## config.mk

```make
export PLATFORM = sky130hd
export DESIGN_NAME = ident_reply_parser
export DESIGN_NICKNAME = d
export VERILOG_FILES = /design/src/design/irp_pkg.sv /design/src/design/irp_front.sv /design/src/design/irp_queue.sv /design/src/design/irp_back.sv /design/src/design/ident_reply_parser.sv
export VERILOG_INCLUDE_DIRS = /design/src /design/src/design
export SDC_FILE = /design/constraint.sdc
export NUM_CORES = 1
export LEC_CHECK = 0
export BUFFER_PORTS_ARGS = -buffer_cell sky130_fd_sc_hd__buf_2
export CORE_MARGIN = 3
export CORE_UTILIZATION = 60
export DETAILED_ROUTE_END_ITERATION = 12
export PLACE_DENSITY_LB_ADDON = 0.05
export SYNTH_ARGS = -nofsm -noshare
export SYNTH_HDL_FRONTEND = slang
export SYNTH_HIERARCHICAL = 1
export SYNTH_SLANG_ARGS = --single-unit
```

## constraint.sdc

```tcl
create_clock -name clock -period 7 [get_ports clock]
set_input_delay 1.4 -clock clock [delete_from_list [all_inputs] [get_ports clock]]
set_output_delay 1.4 -clock clock [all_outputs]
set_load 0.005 [all_outputs]
```

## src/design/ident_reply_parser_macros.svh

```systemverilog
// Assertion macros for the ident reply parser.
// Used by the RTL files that check their own logic; needs a clock and reset in scope.
`ifndef IDENT_REPLY_PARSER_MACROS_SVH
`define IDENT_REPLY_PARSER_MACROS_SVH

// Property holds at every clock edge outside reset.
`define IRP_ASSERT(label, prop, msg) \
   label: assert property (@(posedge clock) disable iff (reset) (prop)) else $error(msg);

// Antecedent implies consequent in the same cycle.
`define IRP_ASSERT_IMPL(label, ante, cons, msg) \
   label: assert property (@(posedge clock) disable iff (reset) (ante) |-> (cons)) \
      else $error(msg);

`endif

```

## src/design/irp_pkg.sv

```systemverilog
// Shared constants, queue entry type and character helpers for the ident reply parser.
// No dependencies.
package irp_pkg;

   localparam int MAX_USER    = 10;
   localparam int REPLY_BYTES = 512;
   localparam int KEPT_W      = $clog2(MAX_USER + 1);
   localparam int CNT_W       = $clog2(REPLY_BYTES + 1);
   localparam int USER_LEN_W  = 4;
   localparam int TAG_LEN     = 6;
   localparam int MATCH_W     = 3;

   localparam int QUEUE_DEPTH = 4;
   localparam int QPTR_W      = $clog2(QUEUE_DEPTH);
   localparam int QCNT_W      = $clog2(QUEUE_DEPTH + 1);

   localparam logic KIND_USER  = 1'b0;
   localparam logic KIND_FINAL = 1'b1;

   localparam logic [7:0] CH_NUL   = 8'h00;
   localparam logic [7:0] CH_COLON = 8'h3A;
   localparam logic [7:0] CH_COMMA = 8'h2C;
   localparam logic [7:0] CH_TILDE = 8'h7E;
   localparam logic [7:0] CH_CARET = 8'h5E;
   localparam logic [7:0] CH_AT    = 8'h40;
   localparam logic [7:0] CH_BRACK = 8'h5B;
   localparam logic [7:0] CH_SPACE = 8'h20;
   localparam logic [7:0] CH_PLUS  = 8'h2B;
   localparam logic [7:0] CH_MINUS = 8'h2D;
   localparam logic [7:0] CH_ZERO  = 8'h30;
   localparam logic [7:0] CH_NINE  = 8'h39;
   localparam logic [7:0] CH_TAB   = 8'h09;
   localparam logic [7:0] CH_CR    = 8'h0D;
   localparam logic [7:0] CH_U     = 8'h55;

   // One queue entry: what a single input byte produced.
   typedef struct packed {
      logic                  has_user;
      logic [7:0]            user_byte;
      logic                  has_final;
      logic                  ok;
      logic [USER_LEN_W-1:0] len;
   } entry_type;

   function automatic logic is_blank(input logic [7:0] c);
      return (c == CH_SPACE) || (c >= CH_TAB && c <= CH_CR);
   endfunction

   function automatic logic is_digit(input logic [7:0] c);
      return (c >= CH_ZERO) && (c <= CH_NINE);
   endfunction

   // "USERID", one character per index.
   function automatic logic [7:0] tag_char(input logic [MATCH_W-1:0] idx);
      logic [7:0] ch;
      unique case (idx)
         3'd0:    ch = 8'h55;
         3'd1:    ch = 8'h53;
         3'd2:    ch = 8'h45;
         3'd3:    ch = 8'h52;
         3'd4:    ch = 8'h49;
         3'd5:    ch = 8'h44;
         default: ch = 8'h00;
      endcase
      return ch;
   endfunction

endpackage

```

## src/design/irp_front.sv

```systemverilog
// Front end of the ident reply parser: takes bytes, tracks the parse phase,
// and pushes the results of each byte into the queue. Uses irp_pkg.
`include "ident_reply_parser_macros.svh"

module irp_front (
   input  logic               clock,
   input  logic               reset,
   input  logic               req_valid,
   output logic               req_stall,
   input  logic [7:0]         req_data_byte,
   input  logic               req_last_byte,
   input  logic               q_full,
   output logic               q_push,
   output irp_pkg::entry_type q_entry
);

   typedef enum logic [6:0] {
      PH_REMOTE   = 7'b0000001,
      PH_LOCAL    = 7'b0000010,
      PH_IDFIELD  = 7'b0000100,
      PH_OSFIELD  = 7'b0001000,
      PH_USER     = 7'b0010000,
      PH_USERDONE = 7'b0100000,
      PH_REJECT   = 7'b1000000
   } phase_type;

   typedef enum logic [2:0] {
      NUM_SKIP   = 3'b001,
      NUM_DIGITS = 3'b010,
      NUM_DONE   = 3'b100
   } num_phase_type;

   typedef struct packed {
      num_phase_type phase;
      logic          nz;
   } num_res_type;

   phase_type                    phase_ff, phase_in;
   num_phase_type                num_ff, num_in;
   logic                         rnz_ff, rnz_in;
   logic                         lnz_ff, lnz_in;
   logic [irp_pkg::MATCH_W-1:0]  match_ff, match_in;
   logic                         found_ff, found_in;
   logic                         strip_ff, strip_in;
   logic [irp_pkg::KEPT_W-1:0]   kept_ff, kept_in;
   logic [irp_pkg::CNT_W-1:0]    cnt_ff, cnt_in;
   logic                         done_ff, done_in;
   logic                         accept;
   num_res_type                  nres;
   irp_pkg::entry_type           ent;

   // atoi-style reader: reports a nonzero digit seen in the leading digit run
   function automatic num_res_type num_feed(input num_phase_type ph, input logic [7:0] c);
      num_res_type r;
      r.phase = ph;
      r.nz    = 1'b0;
      unique case (ph)
         NUM_SKIP: begin
            if (irp_pkg::is_blank(c)) begin
               r.phase = NUM_SKIP;
            end else if (c == irp_pkg::CH_PLUS || c == irp_pkg::CH_MINUS) begin
               r.phase = NUM_DIGITS;
            end else if (irp_pkg::is_digit(c)) begin
               r.phase = NUM_DIGITS;
               r.nz    = (c != irp_pkg::CH_ZERO);
            end else begin
               r.phase = NUM_DONE;
            end
         end
         NUM_DIGITS: begin
            if (irp_pkg::is_digit(c)) begin
               r.nz = (c != irp_pkg::CH_ZERO);
            end else begin
               r.phase = NUM_DONE;
            end
         end
         default: r.phase = ph;
      endcase
      return r;
   endfunction

   assign req_stall = q_full;
   assign accept    = req_valid && !q_full;

   always_comb begin
      phase_in = phase_ff;
      num_in   = num_ff;
      rnz_in   = rnz_ff;
      lnz_in   = lnz_ff;
      match_in = match_ff;
      found_in = found_ff;
      strip_in = strip_ff;
      kept_in  = kept_ff;
      cnt_in   = cnt_ff;
      done_in  = done_ff;
      ent      = '0;
      nres     = num_feed(num_ff, req_data_byte);

      if (!done_ff && cnt_ff < irp_pkg::CNT_W'(irp_pkg::REPLY_BYTES)) begin
         cnt_in = cnt_ff + irp_pkg::CNT_W'(1);
         if (req_data_byte == irp_pkg::CH_NUL) begin
            done_in = 1'b1;
         end else begin
            unique case (phase_ff)
               PH_REMOTE: begin
                  if (req_data_byte == irp_pkg::CH_COLON) begin
                     phase_in = PH_REJECT;
                  end else if (req_data_byte == irp_pkg::CH_COMMA) begin
                     phase_in = PH_LOCAL;
                     num_in   = NUM_SKIP;
                  end else begin
                     num_in = nres.phase;
                     rnz_in = rnz_ff | nres.nz;
                  end
               end
               PH_LOCAL: begin
                  if (req_data_byte == irp_pkg::CH_COLON) begin
                     phase_in = PH_IDFIELD;
                  end else begin
                     num_in = nres.phase;
                     lnz_in = lnz_ff | nres.nz;
                  end
               end
               PH_IDFIELD: begin
                  if (req_data_byte == irp_pkg::CH_COLON) begin
                     phase_in = PH_OSFIELD;
                  end else if (match_ff < irp_pkg::MATCH_W'(irp_pkg::TAG_LEN) &&
                               req_data_byte == irp_pkg::tag_char(match_ff)) begin
                     if (match_ff == irp_pkg::MATCH_W'(irp_pkg::TAG_LEN - 1)) begin
                        found_in = 1'b1;
                        match_in = '0;
                     end else begin
                        match_in = match_ff + irp_pkg::MATCH_W'(1);
                     end
                  end else begin
                     match_in = (req_data_byte == irp_pkg::CH_U) ?
                                irp_pkg::MATCH_W'(1) : '0;
                  end
               end
               PH_OSFIELD: begin
                  if (req_data_byte == irp_pkg::CH_COLON) begin
                     phase_in = (rnz_ff && lnz_ff && found_ff) ? PH_USER : PH_REJECT;
                  end
               end
               PH_USER: begin
                  if (!(strip_ff && (req_data_byte == irp_pkg::CH_TILDE ||
                                     req_data_byte == irp_pkg::CH_CARET))) begin
                     strip_in = 1'b0;
                     if (kept_ff < irp_pkg::KEPT_W'(irp_pkg::MAX_USER)) begin
                        if (req_data_byte == irp_pkg::CH_AT) begin
                           phase_in = PH_USERDONE;
                        end else if (!irp_pkg::is_blank(req_data_byte) &&
                                     req_data_byte != irp_pkg::CH_COLON &&
                                     req_data_byte != irp_pkg::CH_BRACK) begin
                           kept_in       = kept_ff + irp_pkg::KEPT_W'(1);
                           ent.has_user  = 1'b1;
                           ent.user_byte = req_data_byte;
                        end
                     end
                  end
               end
               default: ;
            endcase
         end
      end

      if (req_last_byte) begin
         ent.has_final = 1'b1;
         ent.ok        = (phase_in == PH_USER) || (phase_in == PH_USERDONE);
         ent.len       = irp_pkg::USER_LEN_W'(kept_in);
         // back to the reset state for the next reply
         phase_in = PH_REMOTE;
         num_in   = NUM_SKIP;
         rnz_in   = 1'b0;
         lnz_in   = 1'b0;
         match_in = '0;
         found_in = 1'b0;
         strip_in = 1'b1;
         kept_in  = '0;
         cnt_in   = '0;
         done_in  = 1'b0;
      end
   end

   assign q_push  = accept && (ent.has_user || ent.has_final);
   assign q_entry = ent;

   always_ff @(posedge clock) begin
      if (reset) begin
         phase_ff <= PH_REMOTE;
         num_ff   <= NUM_SKIP;
         rnz_ff   <= 1'b0;
         lnz_ff   <= 1'b0;
         match_ff <= '0;
         found_ff <= 1'b0;
         strip_ff <= 1'b1;
         kept_ff  <= '0;
         cnt_ff   <= '0;
         done_ff  <= 1'b0;
      end else if (accept) begin
         phase_ff <= phase_in;
         num_ff   <= num_in;
         rnz_ff   <= rnz_in;
         lnz_ff   <= lnz_in;
         match_ff <= match_in;
         found_ff <= found_in;
         strip_ff <= strip_in;
         kept_ff  <= kept_in;
         cnt_ff   <= cnt_in;
         done_ff  <= done_in;
      end
   end

   `IRP_ASSERT(a_kept_cap, kept_ff <= irp_pkg::KEPT_W'(irp_pkg::MAX_USER), "kept count past cap")
   `IRP_ASSERT_IMPL(a_user_phase, kept_ff != '0, phase_ff == PH_USER || phase_ff == PH_USERDONE,
                    "bytes kept outside the user field")

endmodule

```

## src/design/irp_queue.sv

```systemverilog
// Short FIFO of per-byte result entries between front and back end.
// Uses irp_pkg.
`include "ident_reply_parser_macros.svh"

module irp_queue (
   input  logic               clock,
   input  logic               reset,
   input  logic               push,
   input  irp_pkg::entry_type push_entry,
   input  logic               pop,
   output irp_pkg::entry_type head,
   output logic               not_empty,
   output logic               full
);

   irp_pkg::entry_type         mem [irp_pkg::QUEUE_DEPTH];
   logic [irp_pkg::QPTR_W-1:0] wr_ff, wr_in;
   logic [irp_pkg::QPTR_W-1:0] rd_ff, rd_in;
   logic [irp_pkg::QCNT_W-1:0] count_ff, count_in;

   assign full      = (count_ff == irp_pkg::QCNT_W'(irp_pkg::QUEUE_DEPTH));
   assign not_empty = (count_ff != '0);
   assign head      = mem[rd_ff];

   always_comb begin
      wr_in    = push ? wr_ff + irp_pkg::QPTR_W'(1) : wr_ff;
      rd_in    = pop ? rd_ff + irp_pkg::QPTR_W'(1) : rd_ff;
      count_in = count_ff;
      if (push && !pop) begin
         count_in = count_ff + irp_pkg::QCNT_W'(1);
      end else if (pop && !push) begin
         count_in = count_ff - irp_pkg::QCNT_W'(1);
      end
   end

   always_ff @(posedge clock) begin
      if (reset) begin
         wr_ff    <= '0;
         rd_ff    <= '0;
         count_ff <= '0;
      end else begin
         wr_ff    <= wr_in;
         rd_ff    <= rd_in;
         count_ff <= count_in;
      end
   end

   always_ff @(posedge clock) begin
      if (push) begin
         mem[wr_ff] <= push_entry;
      end
   end

   `IRP_ASSERT(a_no_overflow, !(push && full), "push into full queue")
   `IRP_ASSERT(a_no_underflow, !(pop && !not_empty), "pop from empty queue")

endmodule

```

## src/design/irp_back.sv

```systemverilog
// Back end of the ident reply parser: drains queue entries into result items; an entry
// that holds both gives a username item first, then the status item. Uses irp_pkg.
`include "ident_reply_parser_macros.svh"

module irp_back (
   input  logic                           clock,
   input  logic                           reset,
   input  irp_pkg::entry_type             head,
   input  logic                           not_empty,
   output logic                           pop,
   output logic                           rsp_valid,
   input  logic                           rsp_stall,
   output logic                           rsp_kind,
   output logic [7:0]                     rsp_user_byte,
   output logic                           rsp_valid_res,
   output logic [irp_pkg::USER_LEN_W-1:0] rsp_user_length,
   output logic                           rsp_last
);

   logic                          valid_ff, valid_in;
   logic                          sub_ff, sub_in;   // username part of head already sent
   logic                          load;
   logic                          send_user;
   logic                          kind_ff, kind_in;
   logic [7:0]                    byte_ff, byte_in;
   logic                          res_ff, res_in;
   logic [irp_pkg::USER_LEN_W-1:0] len_ff, len_in;
   logic                          last_ff, last_in;

   assign load      = not_empty && (!valid_ff || !rsp_stall);
   assign send_user = head.has_user && !sub_ff;

   always_comb begin
      valid_in = valid_ff;
      sub_in   = sub_ff;
      pop      = 1'b0;
      kind_in  = kind_ff;
      byte_in  = byte_ff;
      res_in   = res_ff;
      len_in   = len_ff;
      last_in  = last_ff;
      if (!valid_ff || !rsp_stall) begin
         valid_in = not_empty;
      end
      if (load) begin
         if (send_user) begin
            kind_in = irp_pkg::KIND_USER;
            byte_in = head.user_byte;
            res_in  = 1'b0;
            len_in  = '0;
            last_in = 1'b0;
            if (head.has_final) begin
               sub_in = 1'b1;
            end else begin
               pop = 1'b1;
            end
         end else begin
            kind_in = irp_pkg::KIND_FINAL;
            byte_in = '0;
            res_in  = head.ok;
            len_in  = head.len;
            last_in = 1'b1;
            sub_in  = 1'b0;
            pop     = 1'b1;
         end
      end
   end

   always_ff @(posedge clock) begin
      if (reset) begin
         valid_ff <= 1'b0;
         sub_ff   <= 1'b0;
      end else begin
         valid_ff <= valid_in;
         sub_ff   <= sub_in;
      end
   end

   always_ff @(posedge clock) begin
      kind_ff <= kind_in;
      byte_ff <= byte_in;
      res_ff  <= res_in;
      len_ff  <= len_in;
      last_ff <= last_in;
   end

   assign rsp_valid       = valid_ff;
   assign rsp_kind        = kind_ff;
   assign rsp_user_byte   = byte_ff;
   assign rsp_valid_res   = res_ff;
   assign rsp_user_length = len_ff;
   assign rsp_last        = last_ff;

   `IRP_ASSERT_IMPL(a_user_item_clean, valid_ff && kind_ff == irp_pkg::KIND_USER,
                    !res_ff && len_ff == '0 && !last_ff, "username item carries status")
   `IRP_ASSERT_IMPL(a_split_pending, sub_ff, not_empty && head.has_final,
                    "split entry lost its status part")

endmodule

```

## src/design/ident_reply_parser.sv

```systemverilog
// Top level of the ident reply parser: front end, result queue and back end.
// Uses irp_pkg, irp_front, irp_queue and irp_back.
//
//   channel  dir  handshake              payload
//   req      in   req_valid / req_stall  req_data_byte[7:0], req_last_byte
//   rsp      out  rsp_valid / rsp_stall  rsp_kind, rsp_user_byte[7:0], rsp_valid_res,
//                                        rsp_user_length[3:0], rsp_last
//
// One byte is accepted per cycle while req_stall is low; results go through the queue
// and the output register. A byte with both items gives two rsp items, username first.
// req_stall rises only when the four-entry result queue is full.
// Synchronous reset clears the parse state, the queue and the output valid flag.
module ident_reply_parser (
   input  logic                           clock,
   input  logic                           reset,
   input  logic                           req_valid,
   output logic                           req_stall,
   input  logic [7:0]                     req_data_byte,
   input  logic                           req_last_byte,
   output logic                           rsp_valid,
   input  logic                           rsp_stall,
   output logic                           rsp_kind,
   output logic [7:0]                     rsp_user_byte,
   output logic                           rsp_valid_res,
   output logic [irp_pkg::USER_LEN_W-1:0] rsp_user_length,
   output logic                           rsp_last
);

   logic               q_full;
   logic               q_push;
   logic               q_pop;
   logic               q_not_empty;
   irp_pkg::entry_type q_entry;
   irp_pkg::entry_type q_head;

   irp_front u_front (
      .clock         (clock),
      .reset         (reset),
      .req_valid     (req_valid),
      .req_stall     (req_stall),
      .req_data_byte (req_data_byte),
      .req_last_byte (req_last_byte),
      .q_full        (q_full),
      .q_push        (q_push),
      .q_entry       (q_entry)
   );

   irp_queue u_queue (
      .clock      (clock),
      .reset      (reset),
      .push       (q_push),
      .push_entry (q_entry),
      .pop        (q_pop),
      .head       (q_head),
      .not_empty  (q_not_empty),
      .full       (q_full)
   );

   irp_back u_back (
      .clock           (clock),
      .reset           (reset),
      .head            (q_head),
      .not_empty       (q_not_empty),
      .pop             (q_pop),
      .rsp_valid       (rsp_valid),
      .rsp_stall       (rsp_stall),
      .rsp_kind        (rsp_kind),
      .rsp_user_byte   (rsp_user_byte),
      .rsp_valid_res   (rsp_valid_res),
      .rsp_user_length (rsp_user_length),
      .rsp_last        (rsp_last)
   );

endmodule

```

==> out/metrics.cfg, run 1 <==
[clock_tree]
clkLatencyLatePin_ns=0.52
clkSinkCount=117
cts_buffers=17
cts_setup_buffers=0
postCtsHoldBufs=0
clkTransAtPathRegs_ns=0.06
cts_max_level=4
cts_tree=built
cts_resized=0
root_buffer=clkbuf_8
cts_buffer_depth=2

[global_routing]
grt-ovfl-total=0
antenna_found_initial=0
grt_max_degree=29
track_usage_pct=23.2
grt_pass1_vias=3874
grt_pass1_wl_mm=19.9

[sta]
drv_slew=0
period_minus_slack_ns=4.16
finalSetupTns_ns=0
maxSlewHeadroom_pct=34.9
worstMarginPinSlew_ns=0.975
setup_violations=0
fmax_mhz=240
rsz0062_at_grt=no
skew_ns=0.00829
fin_crit_sh_pct=59.5
hold_viol=0

[worst_setup_path]
rrSetupSlack_ns=3.35
worst-r2r-cell-count=12
cp.arrival_ns=4.60
cp_max_fo=17
worst-endpoint-required_ns=7.44
path_class=input port to register
regToRegStartpoint=u_front/phase_ff[0]
crit_path_end_kind=register
reg2reg_to=u_queue/count_ff[2]
cp-start-kind=input port
cp-endpoint=u_queue/count_ff[2]
cp-startpoint=req_data_byte[1]

[layout]
seq_area_mm2=0.00308
drive_gt1_share_pct=16.6
nets=539
areaGrowthSynthToFinish_pct=12.2
final_area_mm2=0.00646
multi_input_area_mm2=0.00245
nFillCells=701
final_cells=659
n_antenna_cell=0

[routing]
postRouteWirelength_mm=12.1
dr_total_vias=4055
drtIter0Drc=215
drc=0
ant_nets=0
wl_per_cell_um=18.4
first_pass_iters=5
vias_per_cell=6.15

[yosys]
synthCells=499
seq_area_frac_synth_pct=53.5
ys_warn_count=6
synth.avg_cell_area_um2=11.5
synth_fp_nets=521
synth_top_cell_by_area=edfxtp_1
ys_async_sr_fraction_pct=0
ys.flop_type=edfxtp_1
synth_area_mm2=0.00576
synth_top_cell_area_share_pct=38.6
synth.area.top_cells=edfxtp_1 39%, dfxtp_1 15%, mux4_2 3.9%, and2_1 2.7%, nor2_1 2.7%
synth_edf_count=74
synth_seq_cells=117
synth_cell_types=75

[power]
leakagePower_nw=2.22
irDropWorstVdd_v=0.000191
p_per_area_mw_per_mm2=310

[place]
dp.cells=627
dp_hpwl_mm=7.91
place_congestion=0.868
placed_cell_area_mm2=0.00592
io_buffers=29

[floorplanning]
core.rowCount=35
die_area_mm2=0.0108
fp.dieH_um=104
chipWidth_um=104
io_pins=30
start_util_pct=62.0
coreArea_mm2=0.00928

[min_path]
hp-class=register to register

[flow_run]
drv_cap=0

[status]
status=completed

## critical path, stage by stage
cell and delay [ns]:
buf_2 0.27, or4_4 0.21, o21ai_0 0.09, buf_4 0.20, or2_0 0.31, nor3_1 0.22, buf_4 0.22, o21a_1 0.31
ha_1 0.24, inv_1 0.07, fa_1 0.44, xor2_1 0.18, or3_1 0.31, a21oi_1 0.15
## layout make-up
cell class	instances	share of cell area, %
Sequential cell	117	47.7
Multi-Input combinational cell	335	38.0
Tap cell	129	2.50
Inverter	15	0.871
Clock inverter	14	1.82
Timing Repair Buffer	31	2.48
Clock buffer	18	6.62
## where the power goes
part	switching [mW]	internal [mW]	total, mW	leakage, nW
Sequential	0.0570	0.832	0.889	1.02
Clock	0.334	0.453	0.788	0.261
Combinational	0.164	0.162	0.325	0.939
## stage by stage
stage | hold WS, ns | power (mW) | util, % | setup WS [ns]
6_report | 0.493 | 2.00 | 69.6 | 2.84
5_1_grt | 0.519 | 2.10 | 69.6 | 2.68
4_1_cts | 0.493 | 2.03 | 69.6 | 2.88
3_5_place_dp | 0.482 | 1.23 | 63.7 | 2.36
3_3_place_gp | 0.455 | 1.22 | 63.7 | 2.47
2_1_floorplan | 0.436 | 1.14 | - | 2.87
## synth_stat cells, types with 3 or more instances
cell	number
o31ai_1	5
buf_4	3
a21oi_1	16
clkbuf_1	22
edfxtp_1	74
nand4_1	9
dfxtp_1	43
or3_1	6
mux2i_1	4
a41oi_1	4
o211ai_1	4
mux4_1	5
nor4_1	9
nand2_1	24
nor3_1	16
o21a_1	5
o21ai_1	4
ha_1	8
nor2_1	41
and2_1	25
nand3_1	6
or4_1	3
nor4b_1	3
inv_1	15
nand2b_1	10
and2b_1	3
xor2_1	13
nand4bb_1	4
a31oi_1	10
mux4_2	10
and3_1	5
a211oi_1	3
o21ai_0	21
nor2b_1	10
## layer usage
| layer | track usage [%] | share of wire (%) | vias up |
|---|---|---|---|
| li1 | - | - | 1926 |
| met1 | 29.8 | 43 | 1979 |
| met3 | 6.39 | 5.0 | 22 |
| met5 | 0 | 0 | - |
| met2 | 38.2 | 50 | 128 |
| met4 | 8.07 | 2.1 | 0 |
## worst min path at each step
stage / slack [ns] / to / from / depth (start not counted)
2_1_floorplan: 0.44 / u_front/found_ff / u_front/found_ff / 2
6_report: 0.49 / u_front/lnz_ff / u_front/lnz_ff / 2
3_5_place_dp: 0.48 / u_front/lnz_ff / u_front/lnz_ff / 2
3_3_place_gp: 0.46 / u_front/rnz_ff / u_front/rnz_ff / 2
5_1_grt: 0.52 / u_front/cnt_ff[7] / u_front/cnt_ff[7] / 2
4_1_cts: 0.49 / u_front/strip_ff / u_front/strip_ff / 2
## kinds of logic (layout without fill, tap and decap cells)
family                   count (synthesis)  in the layout  synth area share [%]
AND/OR/NAND/NOR                        187            187                  18.3
flip-flops                             117            117                  53.5
AO/OA/AOI/OAI                          104            104                  12.8
buffers and inverters                   47             78                  3.85
multiplexers                            20             20                  7.08
XOR/XNOR                                15             15                  2.28
adder cells (fa/ha/maj)                  9              9                  2.09
## registers in the layout, indices dropped and copies added (netlist names), 4 cells and up, named ones only
name / cells
u_front/kept_ff: 4
u_back/rsp_user_byte: 8
u_queue/mem: 60
u_front/phase_ff: 7
u_back/rsp_user_length: 4
u_front/cnt_ff: 10
## placed cells by master (no fill, tap or decap), types with 8 or more instances in the layout
| master | netlist | layout |
|---|---|---|
| a21oi_1 | 16 | 16 |
| a31oi_1 | 10 | 10 |
| and2_1 | 25 | 25 |
| buf_2 | 2 | 29 |
| clkbuf_16 | 0 | 16 |
| dfxtp_1 | 43 | 43 |
| edfxtp_1 | 74 | 74 |
| ha_1 | 8 | 8 |
| inv_1 | 15 | 15 |
| mux4_2 | 10 | 10 |
| nand2_1 | 24 | 24 |
| nand2b_1 | 10 | 10 |
| nand4_1 | 9 | 9 |
| nor2_1 | 41 | 41 |
| nor2b_1 | 10 | 10 |
| nor3_1 | 16 | 16 |
| nor4_1 | 9 | 9 |
| o21ai_0 | 21 | 21 |
| xor2_1 | 13 | 13 |
No activity file was read; power rests on OpenSTA's default activity.
==> run 2, diff against run 1 <==
clock period = 3.85 ns   (was 7 ns; I/O delays follow)
==> out/metrics.cfg, run 2 (synthesized netlist as in run 1, its figures left out) <==
[status]
status=completed  ; unchanged

[layout]
nets=547  ; was 539
largest_reg_flops=60  ; unchanged
areaGrowthSynthToFinish_pct=13.5  ; was 12.2%
n_antenna_cell=0  ; unchanged
mostFrequentLayoutCells=74 x edfxtp_1, 43 x dfxtp_1, 41 x nor2_1, 29 x buf_2, 25 x and2_1  ; unchanged
layout_commonest_cell=edfxtp_1  ; unchanged
drive_gt1_share_pct=17.7  ; was 16.6%
regMostFlops=u_queue/mem  ; unchanged

[worst_setup_path]
cp.arrival_ns=3.69  ; was 4.60 ns
cp-start-kind=register  ; was input port
critPathMaxStageDelay_ns=0.46  ; was 0.44 ns
crit_chain=nor3_1, o211ai_1, or2_0, nor3_1, o21a_1, ha_1, inv_1, fa_1, xor2_1, or3_1, a21oi_1  ; was buf_2, or4_4, o21ai_0, buf_4, or2_0, nor3_1, buf_4, o21a_1, ha_1, inv_1, fa_1, xor2_1, or3_1, a21oi_1
worst-endpoint-required_ns=4.28  ; was 7.44 ns
path_class=register to register  ; was input port to register
worst-path-buf-inv=1  ; was 4
cp_max_fo=12  ; was 17
crit_path_end_kind=register  ; unchanged
crit_family=simple AND/OR/NAND/NOR gates  ; unchanged
slowest_stage=nor3_1  ; was fa_1
crit_top_cell=nor3_1  ; was buf_4

[sta]
setup_violations=0  ; unchanged
skew_ns=0.00612  ; was 0.00829 ns
fin_crit_sh_pct=84.6
rsz0062_at_grt=no  ; unchanged
drv_slew=0  ; unchanged
maxSlewHeadroom_pct=44.9  ; was 34.9%
finalSetupTns_ns=0  ; unchanged
fmax_mhz=307
worstMarginPinSlew_ns=0.827  ; was 0.975 ns
period_minus_slack_ns=3.26
layout_setup_ws_ns=0.592  ; was 2.84 ns
hold_viol=0  ; unchanged

[global_routing]
grt-ovfl-total=0  ; unchanged
track_usage_pct=23.5  ; was 23.2%
grt_pass1_vias=4005  ; was 3874
antenna_found_initial=0  ; unchanged
grt_pass1_wl_mm=20.3  ; was 19.9 mm
grt_max_degree=29  ; unchanged

[power]
leakagePower_nw=2.31  ; was 2.22 nW
p_per_area_mw_per_mm2=563  ; was 310 mW/mm^2
irDropWorstVdd_v=0.000295  ; was 0.000191 V

[clock_tree]
cts_tree=built  ; unchanged
cts_buffers=17  ; unchanged
clkSinkCount=117  ; unchanged
cts_buffer_depth=2  ; unchanged
cts_setup_buffers=0  ; unchanged
clkLatencyLatePin_ns=0.51  ; was 0.52 ns
cts_max_level=4  ; unchanged
cts_resized=0  ; unchanged
clkTransAtPathRegs_ns=0.06  ; about the same
root_buffer=clkbuf_8  ; unchanged
postCtsHoldBufs=0  ; unchanged

[floorplanning]
start_util_pct=62.0  ; unchanged
fp.dieH_um=104  ; unchanged
coreArea_mm2=0.00928  ; unchanged
io_pins=30  ; unchanged
chipWidth_um=104  ; unchanged
die_area_mm2=0.0108  ; unchanged
core.rowCount=35  ; unchanged

[flow_run]
drv_cap=0  ; unchanged

[routing]
wl_per_cell_um=18.4  ; about the same
drc=0  ; unchanged
ant_nets=0  ; unchanged
dr_total_vias=4143  ; was 4055
postRouteWirelength_mm=12.3  ; was 12.1 mm
first_pass_iters=5  ; unchanged
vias_per_cell=6.21  ; was 6.15
drtIter0Drc=235  ; was 215

[place]
place_worst_setup_slack_ns=0.308  ; was 2.36 ns
place_congestion=0.911  ; was 0.868
io_buffers=29  ; unchanged
dp_hpwl_mm=8.06  ; was 7.91 mm

[min_path]
hp-class=register to register  ; unchanged

## run 2: worst paths after layout
path | startpoint | end | slack (ns) | cells past startpoint
worst max-delay path | u_front/phase_ff[0] | u_queue/count_ff[2] | 0.59 | 11
worst min-delay path | u_front/rnz_ff | u_front/rnz_ff | 0.47 | 2
worst max register to register | u_front/phase_ff[0] | u_queue/count_ff[2] | 0.59 | 11
worst min register to register | u_front/rnz_ff | u_front/rnz_ff | 0.47 | 2
## run 2: worst min-delay path, stage by stage, from the launching register on
cell and delay, ns:
dfxtp_1 0.33, a31oi_1 0.05, nor2_1 0.07
## run 2: area by class of cell
class / instances / area [um^2]
clock buffers: 20 / 468
flip-flops and latches: 117 / 3080
multi-input cells: 335 / 2450
inverters: 15 / 56.3
well taps: 129 / 161
clock inverters: 12 / 91.3
fillers: 687 / 2750
repair buffers: 39 / 220
## run 2: through the flow
step           util (%)  hold WS [ns]  std cells  cell area (um^2)  power [mW]
6_report           70.4         0.472        667              6540        3.68
5_1_grt            70.4         0.504        667              6540        3.85
4_1_cts            70.4         0.475        667              6540        3.71
3_5_place_dp       64.4         0.458        635              5980        2.26
3_3_place_gp       64.4         0.456        635              5980        2.24
2_1_floorplan         -         0.436        499              5760        2.08
## run 2: report_power, final
group	leakage, nW	total [mW]	switching (mW)	internal (mW)
combinational	0.981	0.666	0.350	0.315
clock	0.272	1.44	0.569	0.873
sequential	1.06	1.57	0.0600	1.51
total	2.31	3.68	0.980	2.70
## run 2: per-layer routing
metal / vias up / wire length, um / GRT usage, %
met4: 0 / 206 / 9.69
met3: 23 / 762 / 4.59
met1: 2005 / 5180 / 30.6
li1: 1940 / - / -
met2: 175 / 6150 / 38.9
met5: - / 0 / 0
==> run 3, diff against run 2 <==
ABC_AREA = 1   (was unset)
CORE_UTILIZATION = 56   (was 60)
clock period = 2.6 ns   (was 3.85 ns; I/O delays follow)
==> out/metrics.cfg, run 3 <==
[yosys]
seq_area_frac_synth_pct=50.0  ; was 53.5%
synth-compound-area-share_pct=12.1  ; was 12.8%
synth_top_cell_area_share_pct=36.1  ; was 38.6%
synth_fp_nets=717  ; was 521
synth_top_cell_by_area=edfxtp_1  ; unchanged
synthSimpleGateAreaFrac_pct=25.8  ; was 18.3%
ys.flop_type=edfxtp_1  ; unchanged
synth.area.top_cells=edfxtp_1 36%, dfxtp_1 14%, nand2_1 7.4%, nor2_1 5.5%, inv_1 5.1%  ; was edfxtp_1 39%, dfxtp_1 15%, mux4_2 3.9%, and2_1 2.7%, nor2_1 2.7%
synth_area_mm2=0.00616  ; was 0.00576 mm^2
synth_adder_area_share_pct=1.95  ; was 2.09%
synth.avg_cell_area_um2=8.86  ; was 11.5 um^2
synth_cell_types=49  ; was 75
synth_edf_count=74  ; unchanged
synth_seq_cells=117  ; unchanged
ys_async_sr_fraction_pct=0  ; unchanged
synth_top_family_by_area=simple AND/OR/NAND/NOR gates  ; unchanged
yosys-top-cells-count=121 x nand2_1, 90 x nor2_1, 83 x inv_1, 74 x edfxtp_1, 43 x dfxtp_1  ; was 74 x edfxtp_1, 43 x dfxtp_1, 41 x nor2_1, 25 x and2_1, 24 x nand2_1
synthMuxAreaShare_pct=0  ; was 7.08%
synthCells=695  ; was 499
synth_xor_xnor_area_share_pct=0.853  ; was 2.28%
yosysMostFrequentCell=nand2_1  ; was edfxtp_1
ys_warn_count=6  ; unchanged

[clock_tree]
cts_buffers=17  ; unchanged
cts_buffer_depth=2  ; unchanged
cts_max_level=4  ; unchanged
clkTransAtPathRegs_ns=0.05  ; was 0.06 ns
cts_tree=built  ; unchanged
clkSinkCount=117  ; unchanged
postCtsHoldBufs=0  ; unchanged
root_buffer=clkbuf_8  ; unchanged
clkLatencyLatePin_ns=0.52  ; was 0.51 ns

[global_routing]
use_met2_pct=37.5  ; was 38.9%
grt_pass1_wl_mm=22.3  ; was 20.3 mm
track_usage_pct=22.6  ; was 23.5%
grt_util_met1_pct=29.1  ; was 30.6%
use_met3_pct=4.64  ; was 4.59%
grt-ovfl-total=0  ; unchanged
grt_max_degree=27  ; was 29
gr-max-usage-layer=met2  ; unchanged
antenna_found_initial=0  ; unchanged
grt_pass1_vias=4668  ; was 4005

[routing]
wl_per_cell_um=14.7  ; was 18.4 um
postRouteWirelength_mm=13.4  ; was 12.3 mm
dr_total_vias=4753  ; was 4143
vias_per_cell=5.19  ; was 6.21
ant_nets=0  ; unchanged
drtIter0Drc=239  ; was 235
drc=0  ; unchanged
first_pass_iters=6  ; was 5

[place]
dp.cells=881  ; was 635
place_congestion=0.911  ; about the same
dp_hpwl_mm=9.34  ; was 8.06 mm
placed_cell_area_mm2=0.00662  ; was 0.00598 mm^2
io_buffers=29  ; unchanged
place_worst_setup_slack_ns=-0.0798  ; was 0.308 ns

[power]
leakagePower_nw=3.03  ; was 2.31 nW
power.total_mw=6.31  ; was 3.68 mW
p_per_area_mw_per_mm2=876  ; was 563 mW/mm^2
irDropWorstVdd_v=0.000618  ; was 0.000295 V

[layout]
final_cells=915  ; was 667
final_area_mm2=0.00720  ; was 0.00654 mm^2
multi_input_area_mm2=0.00251  ; was 0.00245 mm^2
areaGrowthSynthToFinish_pct=16.9  ; was 13.5%
n_antenna_cell=0  ; unchanged
fin_util_pct=68.5  ; was 70.4%
nets=788  ; was 547
nFillCells=838  ; was 687
largest_reg_flops=60  ; unchanged
regMostFlops=u_queue/mem  ; unchanged
layout_commonest_cell=nand2_1  ; was edfxtp_1
drive_gt1_share_pct=25.4  ; was 17.7%
seq_area_mm2=0.00308  ; unchanged
mostFrequentLayoutCells=121 x nand2_1, 90 x nor2_1, 83 x inv_1, 74 x edfxtp_1, 45 x buf_4  ; was 74 x edfxtp_1, 43 x dfxtp_1, 41 x nor2_1, 29 x buf_2, 25 x and2_1

[min_path]
min_delay_path_depth=3  ; was 2
hp-class=input port to register  ; was register to register

[worst_setup_path]
path_class=register to register  ; unchanged
cp-start-kind=register  ; unchanged
crit_path_end_kind=register  ; unchanged
worst-endpoint-required_ns=3.01  ; was 4.28 ns
worst-r2r-cell-count=18  ; was 11
cp.arrival_ns=2.75  ; was 3.69 ns
cp_max_fo=4  ; was 12

[floorplanning]
core.rowCount=37  ; was 35
fp.dieH_um=111  ; was 104 um
chipWidth_um=111  ; was 104 um
coreArea_mm2=0.0105  ; was 0.00928 mm^2
die_area_mm2=0.0123  ; was 0.0108 mm^2
start_util_pct=58.6  ; was 62.0%
io_pins=30  ; unchanged

[sta]
period_minus_slack_ns=2.34  ; was 3.26 ns
skew_ns=0.00840  ; was 0.00612 ns
fin_crit_sh_pct=90.1  ; was 84.6%
worstMarginPinSlew_ns=0.554  ; was 0.827 ns
setup_violations=0  ; unchanged
hold_viol=0  ; unchanged
drv_slew=0  ; unchanged
fmax_mhz=427  ; was 307 MHz
maxSlewHeadroom_pct=63.0  ; was 44.9%
layout_setup_ws_ns=0.257  ; was 0.592 ns
rsz0062_at_grt=no  ; unchanged

[flow_run]
drv_cap=0  ; unchanged

[status]
status=completed  ; unchanged

==> run 3: changes by cell type after synthesis, moves of 19 or more <==
cell | previous run | this run
nand3_1 | 6 | 36
nand2_1 | 24 | 121
o21ai_1 | 4 | 23
inv_1 | 15 | 83
and2_1 | 25 | 0
a21oi_1 | 16 | 41
nor2_1 | 41 | 90
==> run 3: worst max-delay path, stage by stage (launching register included) <==
cell	delay [ns]
dfxtp_1	0.35
nor2_4	0.15
nand2_2	0.13
nor2_4	0.12
nand2_2	0.08
nor2_4	0.14
nand2_4	0.06
inv_2	0.06
o21ai_2	0.05
inv_1	0.08
ha_1	0.17
inv_1	0.07
fa_1	0.44
inv_1	0.06
nand2_1	0.06
nand3_1	0.08
nand2_1	0.05
inv_1	0.04
nor2_1	0.04
==> run 3: final cells by class <==
cell class	count	share of cell area, %
clock buffers	23	6.34
clock inverters	9	1.44
flip-flops and latches	117	42.8
inverters	102	5.42
repair buffers	74	6.71
multi-input cells	454	34.9
well taps	136	2.36
==> run 3: worst paths after layout <==
| path | startpoint | end | slack, ns |
|---|---|---|---|
| worst max-delay path | u_front/phase_ff[6] | u_queue/count_ff[2] | 0.26 |
| worst min-delay path | rsp_stall | u_back/rsp_valid | 0.28 |
| worst max register to register | u_front/phase_ff[6] | u_queue/count_ff[2] | 0.26 |
| worst min register to register | u_queue/rd_ff[1] | register | 0.45 |
==> run 3: report_power, final <==
part	total, mW	switching [mW]	internal [mW]
registers	2.39	0.103	2.28
clock network	2.19	0.781	1.41
logic	1.74	1.13	0.610
total	6.31	2.01	4.30
==> run 3: metrics by stage <==
step                      setup TNS, ns  hold slack (ns)
after floorplan                       0            0.412
after global placement          -0.0262            0.430
after detailed placement         -0.126            0.449
after CTS                             0            0.261
after global routing                  0            0.294
final                                 0            0.283
==> run 3: logic make-up after synthesis <==
group / count (synthesis)
xor+xnor: 6
simple gates: 323
compound gates: 116
flops: 117
fa+ha+maj: 9
buf+inv: 124
==> run 3: repair_timing <==
item                       4_1_cts  5_1_grt
resized for setup                0        1
setup endpoints to repair        0        1
buffers inserted                 0        2
==> run 3: per-layer routing <==
layer  part of all wire, %  up-vias
li1                      -     2432
met4                   1.8        0
met5                     0        -
met3                   3.7       20
met1                    45     2210
met2                    50       91
